File: config.mk
export PLATFORM = sky130hd
export DESIGN_NAME = heap_sort_engine_flat
export DESIGN_NICKNAME = d
export VERILOG_FILES = /design/src/rtl/core/hse_pkg.sv /design/src/rtl/core/hse_in_if.sv /design/src/rtl/core/hse_out_if.sv /design/src/rtl/core/heap_sort_engine.sv /design/src/flat_wrapper.sv
export VERILOG_INCLUDE_DIRS = /design/src /design/src/rtl/core
export SDC_FILE = /design/constraint.sdc
export NUM_CORES = 2
export LEC_CHECK = 0
export BUFFER_PORTS_ARGS = -buffer_cell sky130_fd_sc_hd__buf_2
export CORE_MARGIN = 2
export CORE_UTILIZATION = 30
export DETAILED_ROUTE_END_ITERATION = 8
export PLACE_DENSITY = 0.52
export SYNTH_ARGS = -nofsm -noshare
export SYNTH_HDL_FRONTEND = slang
export SYNTH_SLANG_ARGS = --single-unit
File: constraint.sdc
create_clock -name clk -period 11.5 [get_ports clk]
set_clock_uncertainty 0.15 [all_clocks]
set_input_delay 0 -clock clk [delete_from_list [all_inputs] [get_ports clk]]
set_output_delay 0 -clock clk [all_outputs]
set_load 0.01 [all_outputs]
File: src/rtl/core/assert_macros.svh
// ----------------------------------------------------------------------------
// assert_macros.svh: concurrent assertion helpers
// Clocked assertions with an asynchronous active-low reset as the disable.
// ----------------------------------------------------------------------------
`ifndef ASSERT_MACROS_SVH
`define ASSERT_MACROS_SVH

`ifndef SYNTHESIS

// Property must hold at every rising edge outside reset.
`define ASSERT_CLK(lbl, clk, rst_n, prop, msg) \
	lbl: assert property (@(posedge clk) disable iff (!rst_n) (prop)) else $error(msg);

// Condition must never be true at a rising edge outside reset.
`define ASSERT_NEVER(lbl, clk, rst_n, cond, msg) \
	`ASSERT_CLK(lbl, clk, rst_n, !(cond), msg)

`else

`define ASSERT_CLK(lbl, clk, rst_n, prop, msg)
`define ASSERT_NEVER(lbl, clk, rst_n, cond, msg)

`endif

`endif

File: src/rtl/core/hse_pkg.sv
// ----------------------------------------------------------------------------
// hse_pkg: shared definitions for the heap sort engine
// Capacity, widths, data types and sequencer states.
// ----------------------------------------------------------------------------
package hse_pkg;

	localparam int CAPACITY = 64;
	localparam int IDX_W    = $clog2(CAPACITY);
	localparam int CNT_W    = $clog2(CAPACITY + 1);
	localparam int CHILD_W  = IDX_W + 2;
	localparam int VALUE_W  = 32;
	localparam int POS_W    = 6;

	typedef logic [IDX_W-1:0]          idx_t;
	typedef logic [CNT_W-1:0]          cnt_t;
	typedef logic [CHILD_W-1:0]        child_t;
	typedef logic signed [VALUE_W-1:0] value_t;
	typedef logic [POS_W-1:0]          pos_t;

	typedef enum logic [2:0] {
		ST_IDLE,
		ST_UP_CMP,
		ST_UP_FIN,
		ST_SD_START,
		ST_SD_LOAD,
		ST_SD_CMP
	} state_t;

endpackage

File: src/rtl/core/hse_in_if.sv
// ----------------------------------------------------------------------------
// hse_in_if: input channel of the heap sort engine
// One transaction carries a value and the flag that closes the set.
// ----------------------------------------------------------------------------
interface hse_in_if;

	logic            valid;
	logic            ready;
	hse_pkg::value_t value;
	logic            last;

	modport source (output valid, output value, output last, input ready);
	modport sink (input valid, input value, input last, output ready);

endinterface

File: src/rtl/core/hse_out_if.sv
// ----------------------------------------------------------------------------
// hse_out_if: result channel of the heap sort engine
// One transaction carries an extracted value, its sorted position and the final and overflow flags.
// ----------------------------------------------------------------------------
interface hse_out_if;

	logic            valid;
	logic            ready;
	hse_pkg::value_t sorted_value;
	hse_pkg::pos_t   position;
	logic            final_res;
	logic            overflow;

	modport source (output valid, output sorted_value, output position,
		output final_res, output overflow, input ready);
	modport sink (input valid, input sorted_value, input position,
		input final_res, input overflow, output ready);

endinterface

File: src/rtl/core/heap_sort_engine.sv
// ----------------------------------------------------------------------------
// heap_sort_engine: binary max-heap sort of signed 32-bit values
// Insert: one parent compare per cycle on the heap RAM until the new value settles.
// Sort: per result, load root and last, emit root, sift down; stalls while a result waits.
// Reset clears count, flags and result valid; heap contents stay undefined, no clear pass.
// ----------------------------------------------------------------------------
`include "assert_macros.svh"

module heap_sort_engine (
	input  logic      clk,
	input  logic      arst_n,
	hse_in_if.sink    item,
	hse_out_if.source result
);

	hse_pkg::state_t state_q, state_d;
	hse_pkg::cnt_t   cnt_q, cnt_d;
	hse_pkg::idx_t   pos_q, pos_d;
	hse_pkg::value_t carry_q, carry_d;
	logic            last_q, last_d;
	logic            ovf_q, ovf_d;

	logic            out_valid_q, out_valid_d;
	hse_pkg::value_t out_value_q, out_value_d;
	hse_pkg::pos_t   out_pos_q, out_pos_d;
	logic            out_final_q, out_final_d;
	logic            out_ovf_q, out_ovf_d;

	// Heap RAM: one write port, two registered read ports.
	hse_pkg::value_t heap_mem [hse_pkg::CAPACITY];
	hse_pkg::value_t rdata_a_q, rdata_b_q;
	hse_pkg::idx_t   raddr_a, raddr_b, waddr;
	hse_pkg::value_t wdata;
	logic            we;

	hse_pkg::idx_t   parent;
	hse_pkg::cnt_t   last_idx;
	hse_pkg::child_t left_idx, right_idx, child_idx, next_left;
	logic            take_left, take_right;
	hse_pkg::value_t big_val;

	always_ff @(posedge clk) begin
		if (we) begin
			heap_mem[waddr] <= wdata;
		end
		rdata_a_q <= heap_mem[raddr_a];
		rdata_b_q <= heap_mem[raddr_b];
	end

	always_ff @(posedge clk or negedge arst_n) begin
		if (!arst_n) begin
			state_q     <= hse_pkg::ST_IDLE;
			cnt_q       <= '0;
			pos_q       <= '0;
			last_q      <= 1'b0;
			ovf_q       <= 1'b0;
			out_valid_q <= 1'b0;
		end else begin
			state_q     <= state_d;
			cnt_q       <= cnt_d;
			pos_q       <= pos_d;
			last_q      <= last_d;
			ovf_q       <= ovf_d;
			out_valid_q <= out_valid_d;
		end
	end

	always_ff @(posedge clk) begin
		carry_q     <= carry_d;
		out_value_q <= out_value_d;
		out_pos_q   <= out_pos_d;
		out_final_q <= out_final_d;
		out_ovf_q   <= out_ovf_d;
	end

	always_comb begin
		state_d     = state_q;
		cnt_d       = cnt_q;
		pos_d       = pos_q;
		carry_d     = carry_q;
		last_d      = last_q;
		ovf_d       = ovf_q;
		out_valid_d = out_valid_q && !result.ready;
		out_value_d = out_value_q;
		out_pos_d   = out_pos_q;
		out_final_d = out_final_q;
		out_ovf_d   = out_ovf_q;
		raddr_a     = '0;
		raddr_b     = '0;
		we          = 1'b0;
		waddr       = pos_q;
		wdata       = carry_q;
		item.ready  = 1'b0;

		parent     = hse_pkg::IDX_W'((pos_q - 1'b1) >> 1);
		last_idx   = cnt_q - 1'b1;
		left_idx   = {1'b0, pos_q, 1'b1};
		right_idx  = left_idx + 1'b1;
		take_left  = (left_idx < hse_pkg::CHILD_W'(cnt_q)) && (rdata_a_q > carry_q);
		big_val    = take_left ? rdata_a_q : carry_q;
		take_right = (right_idx < hse_pkg::CHILD_W'(cnt_q)) && (rdata_b_q > big_val);
		child_idx  = take_right ? right_idx : left_idx;
		next_left  = {1'b0, child_idx[hse_pkg::IDX_W-1:0], 1'b1};

		unique case (state_q)
			hse_pkg::ST_IDLE: begin
				item.ready = 1'b1;
				if (item.valid) begin
					last_d = item.last;
					if (cnt_q < hse_pkg::CNT_W'(hse_pkg::CAPACITY)) begin
						cnt_d   = cnt_q + 1'b1;
						carry_d = item.value;
						pos_d   = cnt_q[hse_pkg::IDX_W-1:0];
						if (cnt_q == '0) begin
							we      = 1'b1;
							waddr   = '0;
							wdata   = item.value;
							state_d = item.last ? hse_pkg::ST_SD_START : hse_pkg::ST_IDLE;
						end else begin
							raddr_a = hse_pkg::IDX_W'((cnt_q - 1'b1) >> 1);
							state_d = hse_pkg::ST_UP_CMP;
						end
					end else begin
						ovf_d   = 1'b1;
						state_d = item.last ? hse_pkg::ST_SD_START : hse_pkg::ST_IDLE;
					end
				end
			end
			hse_pkg::ST_UP_CMP: begin
				we = 1'b1;
				if (carry_q > rdata_a_q) begin
					// Parent moves down into the hole; the new value climbs.
					wdata   = rdata_a_q;
					pos_d   = parent;
					raddr_a = hse_pkg::IDX_W'((parent - 1'b1) >> 1);
					if (parent == '0) begin
						state_d = hse_pkg::ST_UP_FIN;
					end
				end else begin
					state_d = last_q ? hse_pkg::ST_SD_START : hse_pkg::ST_IDLE;
				end
			end
			hse_pkg::ST_UP_FIN: begin
				we      = 1'b1;
				state_d = last_q ? hse_pkg::ST_SD_START : hse_pkg::ST_IDLE;
			end
			hse_pkg::ST_SD_START: begin
				// The result register is free by the time the root is loaded.
				if (!out_valid_q || result.ready) begin
					raddr_a = '0;
					raddr_b = last_idx[hse_pkg::IDX_W-1:0];
					state_d = hse_pkg::ST_SD_LOAD;
				end
			end
			hse_pkg::ST_SD_LOAD: begin
				out_valid_d = 1'b1;
				out_value_d = rdata_a_q;
				out_pos_d   = hse_pkg::POS_W'(last_idx);
				out_final_d = (last_idx == '0);
				out_ovf_d   = ovf_q;
				cnt_d       = last_idx;
				carry_d     = rdata_b_q;
				pos_d       = '0;
				if (last_idx == '0) begin
					ovf_d   = 1'b0;
					last_d  = 1'b0;
					state_d = hse_pkg::ST_IDLE;
				end else begin
					raddr_a = hse_pkg::IDX_W'(1);
					raddr_b = hse_pkg::IDX_W'(2);
					state_d = hse_pkg::ST_SD_CMP;
				end
			end
			hse_pkg::ST_SD_CMP: begin
				we = 1'b1;
				if (take_left || take_right) begin
					// Larger child moves up; fetch the children of its old slot.
					wdata   = take_right ? rdata_b_q : rdata_a_q;
					pos_d   = child_idx[hse_pkg::IDX_W-1:0];
					raddr_a = next_left[hse_pkg::IDX_W-1:0];
					raddr_b = hse_pkg::IDX_W'(next_left + 1'b1);
				end else begin
					state_d = hse_pkg::ST_SD_START;
				end
			end
			default: begin
				state_d = hse_pkg::ST_IDLE;
			end
		endcase
	end

	assign result.valid        = out_valid_q;
	assign result.sorted_value = out_value_q;
	assign result.position     = out_pos_q;
	assign result.final_res    = out_final_q;
	assign result.overflow     = out_ovf_q;

	`ASSERT_NEVER(a_cnt_range, clk, arst_n, cnt_q > hse_pkg::CNT_W'(hse_pkg::CAPACITY), "heap count above capacity")
	`ASSERT_CLK(a_load_free, clk, arst_n, (state_q == hse_pkg::ST_SD_LOAD) |-> !out_valid_q, "result register overwritten")
	`ASSERT_CLK(a_up_pos, clk, arst_n, (state_q == hse_pkg::ST_UP_CMP) |-> (hse_pkg::CNT_W'(pos_q) < cnt_q), "sift-up position outside heap")
	`ASSERT_CLK(a_run_end, clk, arst_n, (state_q == hse_pkg::ST_SD_LOAD && cnt_q == hse_pkg::CNT_W'(1)) |=> (state_q == hse_pkg::ST_IDLE && cnt_q == '0 && !ovf_q), "run did not close")

endmodule
File: src/flat_wrapper.sv
// flat-port wrapper written by rule: the top's interface ports become plain ports
module heap_sort_engine_flat 
  (clk, arst_n, item_valid, item_value, item_last, item_ready, result_valid, result_sorted_value, result_position, result_final_res, result_overflow, result_ready);
  hse_in_if item_i ();
  hse_out_if result_i ();
  input  logic clk;
  input  logic arst_n;
  input wire logic [$bits(item_i.valid)-1:0] item_valid;
  input wire logic [$bits(item_i.value)-1:0] item_value;
  input wire logic [$bits(item_i.last)-1:0] item_last;
  output wire logic [$bits(item_i.ready)-1:0] item_ready;
  output wire logic [$bits(result_i.valid)-1:0] result_valid;
  output wire logic [$bits(result_i.sorted_value)-1:0] result_sorted_value;
  output wire logic [$bits(result_i.position)-1:0] result_position;
  output wire logic [$bits(result_i.final_res)-1:0] result_final_res;
  output wire logic [$bits(result_i.overflow)-1:0] result_overflow;
  input wire logic [$bits(result_i.ready)-1:0] result_ready;
  assign item_i.valid = item_valid;
  assign item_i.value = item_value;
  assign item_i.last = item_last;
  assign item_ready = item_i.ready;
  assign result_valid = result_i.valid;
  assign result_sorted_value = result_i.sorted_value;
  assign result_position = result_i.position;
  assign result_final_res = result_i.final_res;
  assign result_overflow = result_i.overflow;
  assign result_i.ready = result_ready;
  heap_sort_engine u_core (.clk(clk), .arst_n(arst_n), .item(item_i), .result(result_i));
endmodule
Yosys cells after proc, flatten, opt, wreduce, memory -nomap -nowiden
Memory sizes are Yosys's and may differ from the RTL's. A register that Yosys moved wholly into a read port is not among the register bits.
Cells that the tools add are included.
{ "totals": {"regBits": 91, "ram_bits": 2048, "input_bits": 37, "out_inout_bits": 42, "wordCells": 117, "memories": 1} }
{ "classes": {"addsub": 6, "magnitude_cmp": 6, "n_eq_ne": 14, "n_mux": 60, "reduce_logical": 19} }
{ "memory_table": {"columns": ["memory", "depth", "width", "read_ports", "rd_ports_with_merged_regs", "wr", "line_no", "source"], "rows": [
  ["u_core.heap_mem", 64, 32, 2, 2, 1, "heap_sort_engine.sv:30", "hse_pkg::value_t heap_mem [hse_pkg::CAPACITY];"]
]} }
{ "op_table": {"columns": ["cell", "n"], "rows": [
  ["32-bit two-way mux", 9],
  ["32-bit > comparator", 3],
  ["32-bit case mux with 3 select lines", 1],
  ["6-bit two-way mux", 15],
  ["32-bit case mux with 2 select lines", 1],
  ["6-bit case mux with 4 select lines", 2],
  ["3-bit two-way mux", 8],
  ["3-bit case mux with 6 select lines", 1],
  ["6-bit case mux with 3 select lines", 1],
  ["7-bit logical NOT", 2],
  ["7-bit two-way mux", 2],
  ["7-bit case mux with 2 select lines", 1],
  ["1-bit two-way mux", 12],
  ["2-bit by 1-bit inequality test with 1-bit output, second input constant", 5],
  ["7-bit by 1-bit adder with 8-bit output, second input constant", 1],
  ["8-bit by 7-bit less-than comparator with 1-bit output", 1],
  ["4-bit AND reduction", 2],
  ["7-bit by 1-bit adder with 7-bit output, second input constant", 1],
  ["7-bit less-than comparator", 1],
  ["7-bit less-than comparator, second input constant", 1],
  ["7-bit by 1-bit subtractor with 7-bit output, second input constant", 1],
  ["6-bit by 1-bit adder with 6-bit output, second input constant", 1],
  ["3-bit by 2-bit equality test with 1-bit output, second input constant", 2],
  ["3-bit equality test, second input constant", 2],
  ["other kinds (18)", 29]
]} }

Logic depth before layout (Yosys ltp)
{ "logic_depth": {"word_depth": 9, "depth_mapped": 34, "mapped_depth_nobuf": 28} }

Worst setup path after synthesis
Ideal clock, no wire load.
{ "synth_timing": {"path_type": "register to register", "start": "register u_core.carry_q[31]", "end": "memory u_core.heap_mem[0][19] (netlist bit) (data pin)", "setup_time_ns": 0.702, "t_arrival_ns": 7.878, "t_required_ns": 10.648, "path_slack_ns": 2.771, "path_stages_with_launch": 23, "path_buffers": 6, "period_less_slack_ns": 8.729, "cell_sequence": "edfxtp_1 > ha_1 > nand4_1 > nor4_1 > o41ai_1 > and3_1 > o21ai_1 > clkbuf_1 > clkbuf_1 > buf_1 > a21oi_1 > ha_1 > nand4_1 > nor2_1 > nand2_1 > or3_1 > a31o_2 > nand2_1 > clkbuf_1 > buf_1 > buf_1 > a21oi_1 > o21ai_0"} }
{ "synth_via": {"elab_chain_len": 8, "word_cells_on_any_way": 11, "classes_between": "order compare (3); mux (5); reduce/logical (3)"} }
{ "synth_rtl": {"columns": ["item", "line_no", "source"], "rows": [
  ["start: declaration", "heap_sort_engine.sv:19", "hse_pkg::value_t carry_q, carry_d;"],
  ["start signal: assignment", "heap_sort_engine.sv:69", "carry_q <= carry_d;"],
  ["32-bit > comparator", "heap_sort_engine.sv:99", "take_left = (left_idx < hse_pkg::CHILD_W'(cnt_q)) && (rdata_a_q > carry_q);"],
  ["1-bit logical AND", "heap_sort_engine.sv:99", null],
  ["32-bit two-way mux", "heap_sort_engine.sv:100", "big_val = take_left ? rdata_a_q : carry_q;"],
  ["32-bit > comparator", "heap_sort_engine.sv:101", "take_right = (right_idx < hse_pkg::CHILD_W'(cnt_q)) && (rdata_b_q > big_val);"],
  ["1-bit logical AND", "heap_sort_engine.sv:101", null],
  ["32-bit two-way mux or 1-bit logical OR (tied branches)", "heap_sort_engine.sv:178, heap_sort_engine.sv:176", null],
  ["32-bit two-way mux", "heap_sort_engine.sv:176", "if (take_left || take_right) begin"],
  ["32-bit case mux with 3 select lines *", "heap_sort_engine.sv:105", "unique case (state_q)"],
  ["net u_core.wdata[19]", "heap_sort_engine.sv:33", "hse_pkg::value_t wdata;"],
  ["end: declaration", "heap_sort_engine.sv:30", null]
]} }
The timed path passes the listed nets; every way through them passes the cells marked *.

Worst setup path after layout
{ "layout_timing": {"start": "register u_core.rdata_a_q[20], read port of u_core.heap_mem", "end": "register u_core.rdata_a_q[6], read port of u_core.heap_mem"} }
{ "layout_via": {"elab_chain_len": 8, "word_cells_on_any_way": 11, "classes_between": "order compare (3); mux (5); reduce/logical (3)"} }
{ "layout_rtl": {"columns": ["item", "line_no", "source"], "rows": [
  ["start: declaration", "heap_sort_engine.sv:31", "hse_pkg::value_t rdata_a_q, rdata_b_q;"],
  ["32-bit > comparator", "heap_sort_engine.sv:99", null],
  ["1-bit logical AND", "heap_sort_engine.sv:99", null],
  ["32-bit two-way mux", "heap_sort_engine.sv:100", null],
  ["32-bit > comparator", "heap_sort_engine.sv:101", null],
  ["1-bit logical AND", "heap_sort_engine.sv:101", null],
  ["6-bit two-way mux or 1-bit logical OR (tied branches)", "heap_sort_engine.sv:102, heap_sort_engine.sv:176", null],
  ["6-bit two-way mux", "heap_sort_engine.sv:176", null],
  ["6-bit case mux with 4 select lines *", "heap_sort_engine.sv:105", null]
]} }
Every way passes the cells marked *; elsewhere a longest branch is shown, timed or not.
A chain may end at the register's enable or synchronous reset.

==> impl_metrics.toml <==
[drt]
drcViolationCount = 0
dr_total_vias = 79700
totalWireLength_um = 443000
wl_per_cell_um = 33.4
routed-wl-met3_um = 55300
wl_met1_um = 168000
dr.first_iter.drc_count = 12200
routed.top_layer = "met5"
dr.pass1.iters = 9
drtAntennaViolNets = 0
wl_met2_um = 194000
vias_per_cell = 6.01

[logic_synthesis]
synthSimpleGateAreaFrac = 0.128
ys_warn_count = 0
synthArstFlopShare = 0.00862
synth.avg_cell_area_um2 = 12.9
synth_seq_cells = 2203
synth_compound_area_frac = 0.0807
synth_flop_cell = "edfxtp_1"
synth_xor_area_frac = 0.00231
ys_types = 82
syn-instance-count = 8232
synth_top_family_by_area = "multiplexers"
synth_edf_count = 2120
muxShareOfSynthArea = 0.136
yosys.area_share.adder = 0.00990
synthesis.nets = 8353
yosysSeqAreaShare = 0.616
syn_area_mm2 = 0.106

[floorplan]
initial_core_util = 0.301
dieArea_mm2 = 0.359
die_x_um = 599
fp.dieH_um = 599
ioPinCount = 79
coreArea_mm2 = 0.352
rows = 218

[clock_network]
root_buffer = "clkbuf_16"
h-tree-depth = 4
clk_pin_slew_ns = 0.06
cts_made_buffers = 244
clock-sinks = 2203
cts_tree = "built"
cts_max_path_buffers = 4
clk_latency_ns = 0.97

[critical_path]
critPathKind = "flop to flop"
required_ns = 12.22
worst-r2r-cell-count = 27
critPathLaunchType = "flop"
r2r-end = "u_core.rdata_a_q[6]"
critical_path_peak_fanout = 126
r2r_setup_slack_ns = 1.22
r2r_start = "u_core.rdata_a_q[20]"
arrival_ns = 11.00
end_kind = "flop"

[placed_design]
globalplace.congestion = 0.945
dpl.hpwl_um = 270000
port_buffers = 78

[worst_hold_path]
min_to = "u_core.heap_mem[56][25]"
whs_path_depth = 4
min-delay-start = "item_value[25]"
hold_path.class = "input port to flop"

[global_routing]
antenna_found_initial = 37
grt_pass1_vias = 76200
grt_pass1_wl_um = 609000
gr-total-overflow = 0
track_usage = 0.240
grt_max_degree = 136

[timing]
period_needed_ns = 10.28
hold_viol_final = 0
drv_slew = 10
fin_tns_setup_ns = 0
maxSlewHeadroom = -0.0854
rsz0062_at_grt = "no"
maxClockFrequency_ghz = 0.0973
finalSetupViolCount = 0
final.period_utilization = 0.894
worst_slew_pin_slew_ns = 1.63

[finish]
drive_gt1_frac = 0.170
syn_to_final_growth_pct = 15.6
num-nets-final = 8438
n_fill_cell = 34100
final_cell_mix = "edfxtp_1 (2,120), nand2_1 (1,980), nand3_1 (710), mux4_2 (502), a21oi_1 (403)"
final_common_cell = "edfxtp_1"

[run]
maxCapViolCount = 1

[status]
status = "finished, violations left"
violations = "capacitance limit, slew limit"
## critical path, cell delays in order, from the launching register on
cell	delay, ns
dfxtp_1	0.71
inv_1	0.22
ha_1	0.35
nand4_1	0.13
nor4_1	0.77
o41ai_1	0.27
and3_1	0.27
o21ai_4	0.31
buf_4	0.36
a21oi_1	0.14
ha_1	0.35
nand4_1	0.13
nor4_1	0.43
a21boi_0	0.26
o311ai_0	0.18
nand4_1	0.23
nand2_2	0.09
inv_2	0.34
o211a_4	0.97
buf_12	0.40
buf_12	0.57
mux2i_1	0.18
mux2i_1	0.18
mux2i_1	0.09
mux2i_1	0.74
o21ai_1	0.12
a221oi_1	0.61
buf_4	0.32
## sequential cells by signal, indices dropped and copies added, names as in the netlist
signal and flops:
u_core.carry_q 32, u_core.result.overflow 1, u_core.rdata_a_q 32, u_core.result.final_res 1, u_core.cnt_q 7, u_core.pos_q 6, u_core.last_q 1, u_core.heap_mem 2048
u_core.result.sorted_value 32, u_core.result.valid 1, u_core.result.position 6, u_core.rdata_b_q 32, u_core.state_q 3, u_core.ovf_q 1
## cell usage after synthesis (all sizes together), types with 89 or more instances
cell type  instances  area share
edfxtp          2120        0.60
nand2           1988       0.070
nand3            714       0.034
mux4             502        0.11
clkbuf           415       0.015
a21oi            404       0.019
mux2i            312       0.029
buf              224       0.010
nor2             182      0.0064
and3             133      0.0078
o21ai            104      0.0049
a311oi            89      0.0073
## cells by family (layout without fill, tap and decap cells)
family | Yosys count | after routing
compound gates | 1230 | 1230
xor+xnor | 28 | 28
simple gates | 3175 | 3175
fa+ha+maj | 84 | 84
flops | 2203 | 2203
mux | 815 | 815
other cells | 0 | 12
buf+inv | 697 | 994
## final cells by class
cell class              count  area [um2]  share of cell area
clock inverters           152        1360              0.0110
flip-flops and latches   2203       65400               0.533
well taps                4730        5920              0.0482
diodes                     12        30.0            0.000245
inverters                  58         219             0.00178
clock buffers             306        6570              0.0536
multi-input cells        5332       39100               0.319
repair buffers            478        4110              0.0334
## per-layer routing
layer  vias up  global-route usage
met5         -                   0
met4        24               0.123
met3      1090              0.0659
met2      5557               0.362
met1     41000               0.315
li1      32000                   -
## stage by stage
stage	cell area [um2]	hold slack [ns]	instances	worst slack [ns]	utilization
after floorplan	106000	-0.446	8232	2.77	-
after global placement	114000	-0.158	12700	1.01	0.323
after detailed placement	114000	-0.157	12700	1.84	0.324
after CTS	123000	0.0370	13300	1.78	0.348
after global routing	123000	0.146	13300	0.887	0.348
final	123000	0.0912	13300	1.22	0.348
## worst max path at each step
stage | from | to
finish | u_core.rdata_a_q[20] | u_core.rdata_a_q[6]
global placement | u_core.rdata_a_q[20] | u_core.rdata_a_q[6]
detailed placement | u_core.rdata_a_q[20] | u_core.rdata_a_q[21]
floorplan | u_core.carry_q[31] | u_core.heap_mem[0][19]
CTS | u_core.rdata_a_q[20] | u_core.rdata_a_q[21]
global route | u_core.rdata_a_q[20] | u_core.rdata_b_q[13]
## repair_timing
item / 4_1_cts / 5_1_grt
setup buffers: 0 / 0
resized for setup: 0 / 0
hold endpoints to repair: 240 / 0
setup endpoints to repair: 0 / 0
hold buffers: 74 / 0
Power is left out: the tool's default activity adds up to more than one toggle a clock period on the data nets, which glitch-free logic cannot reach.
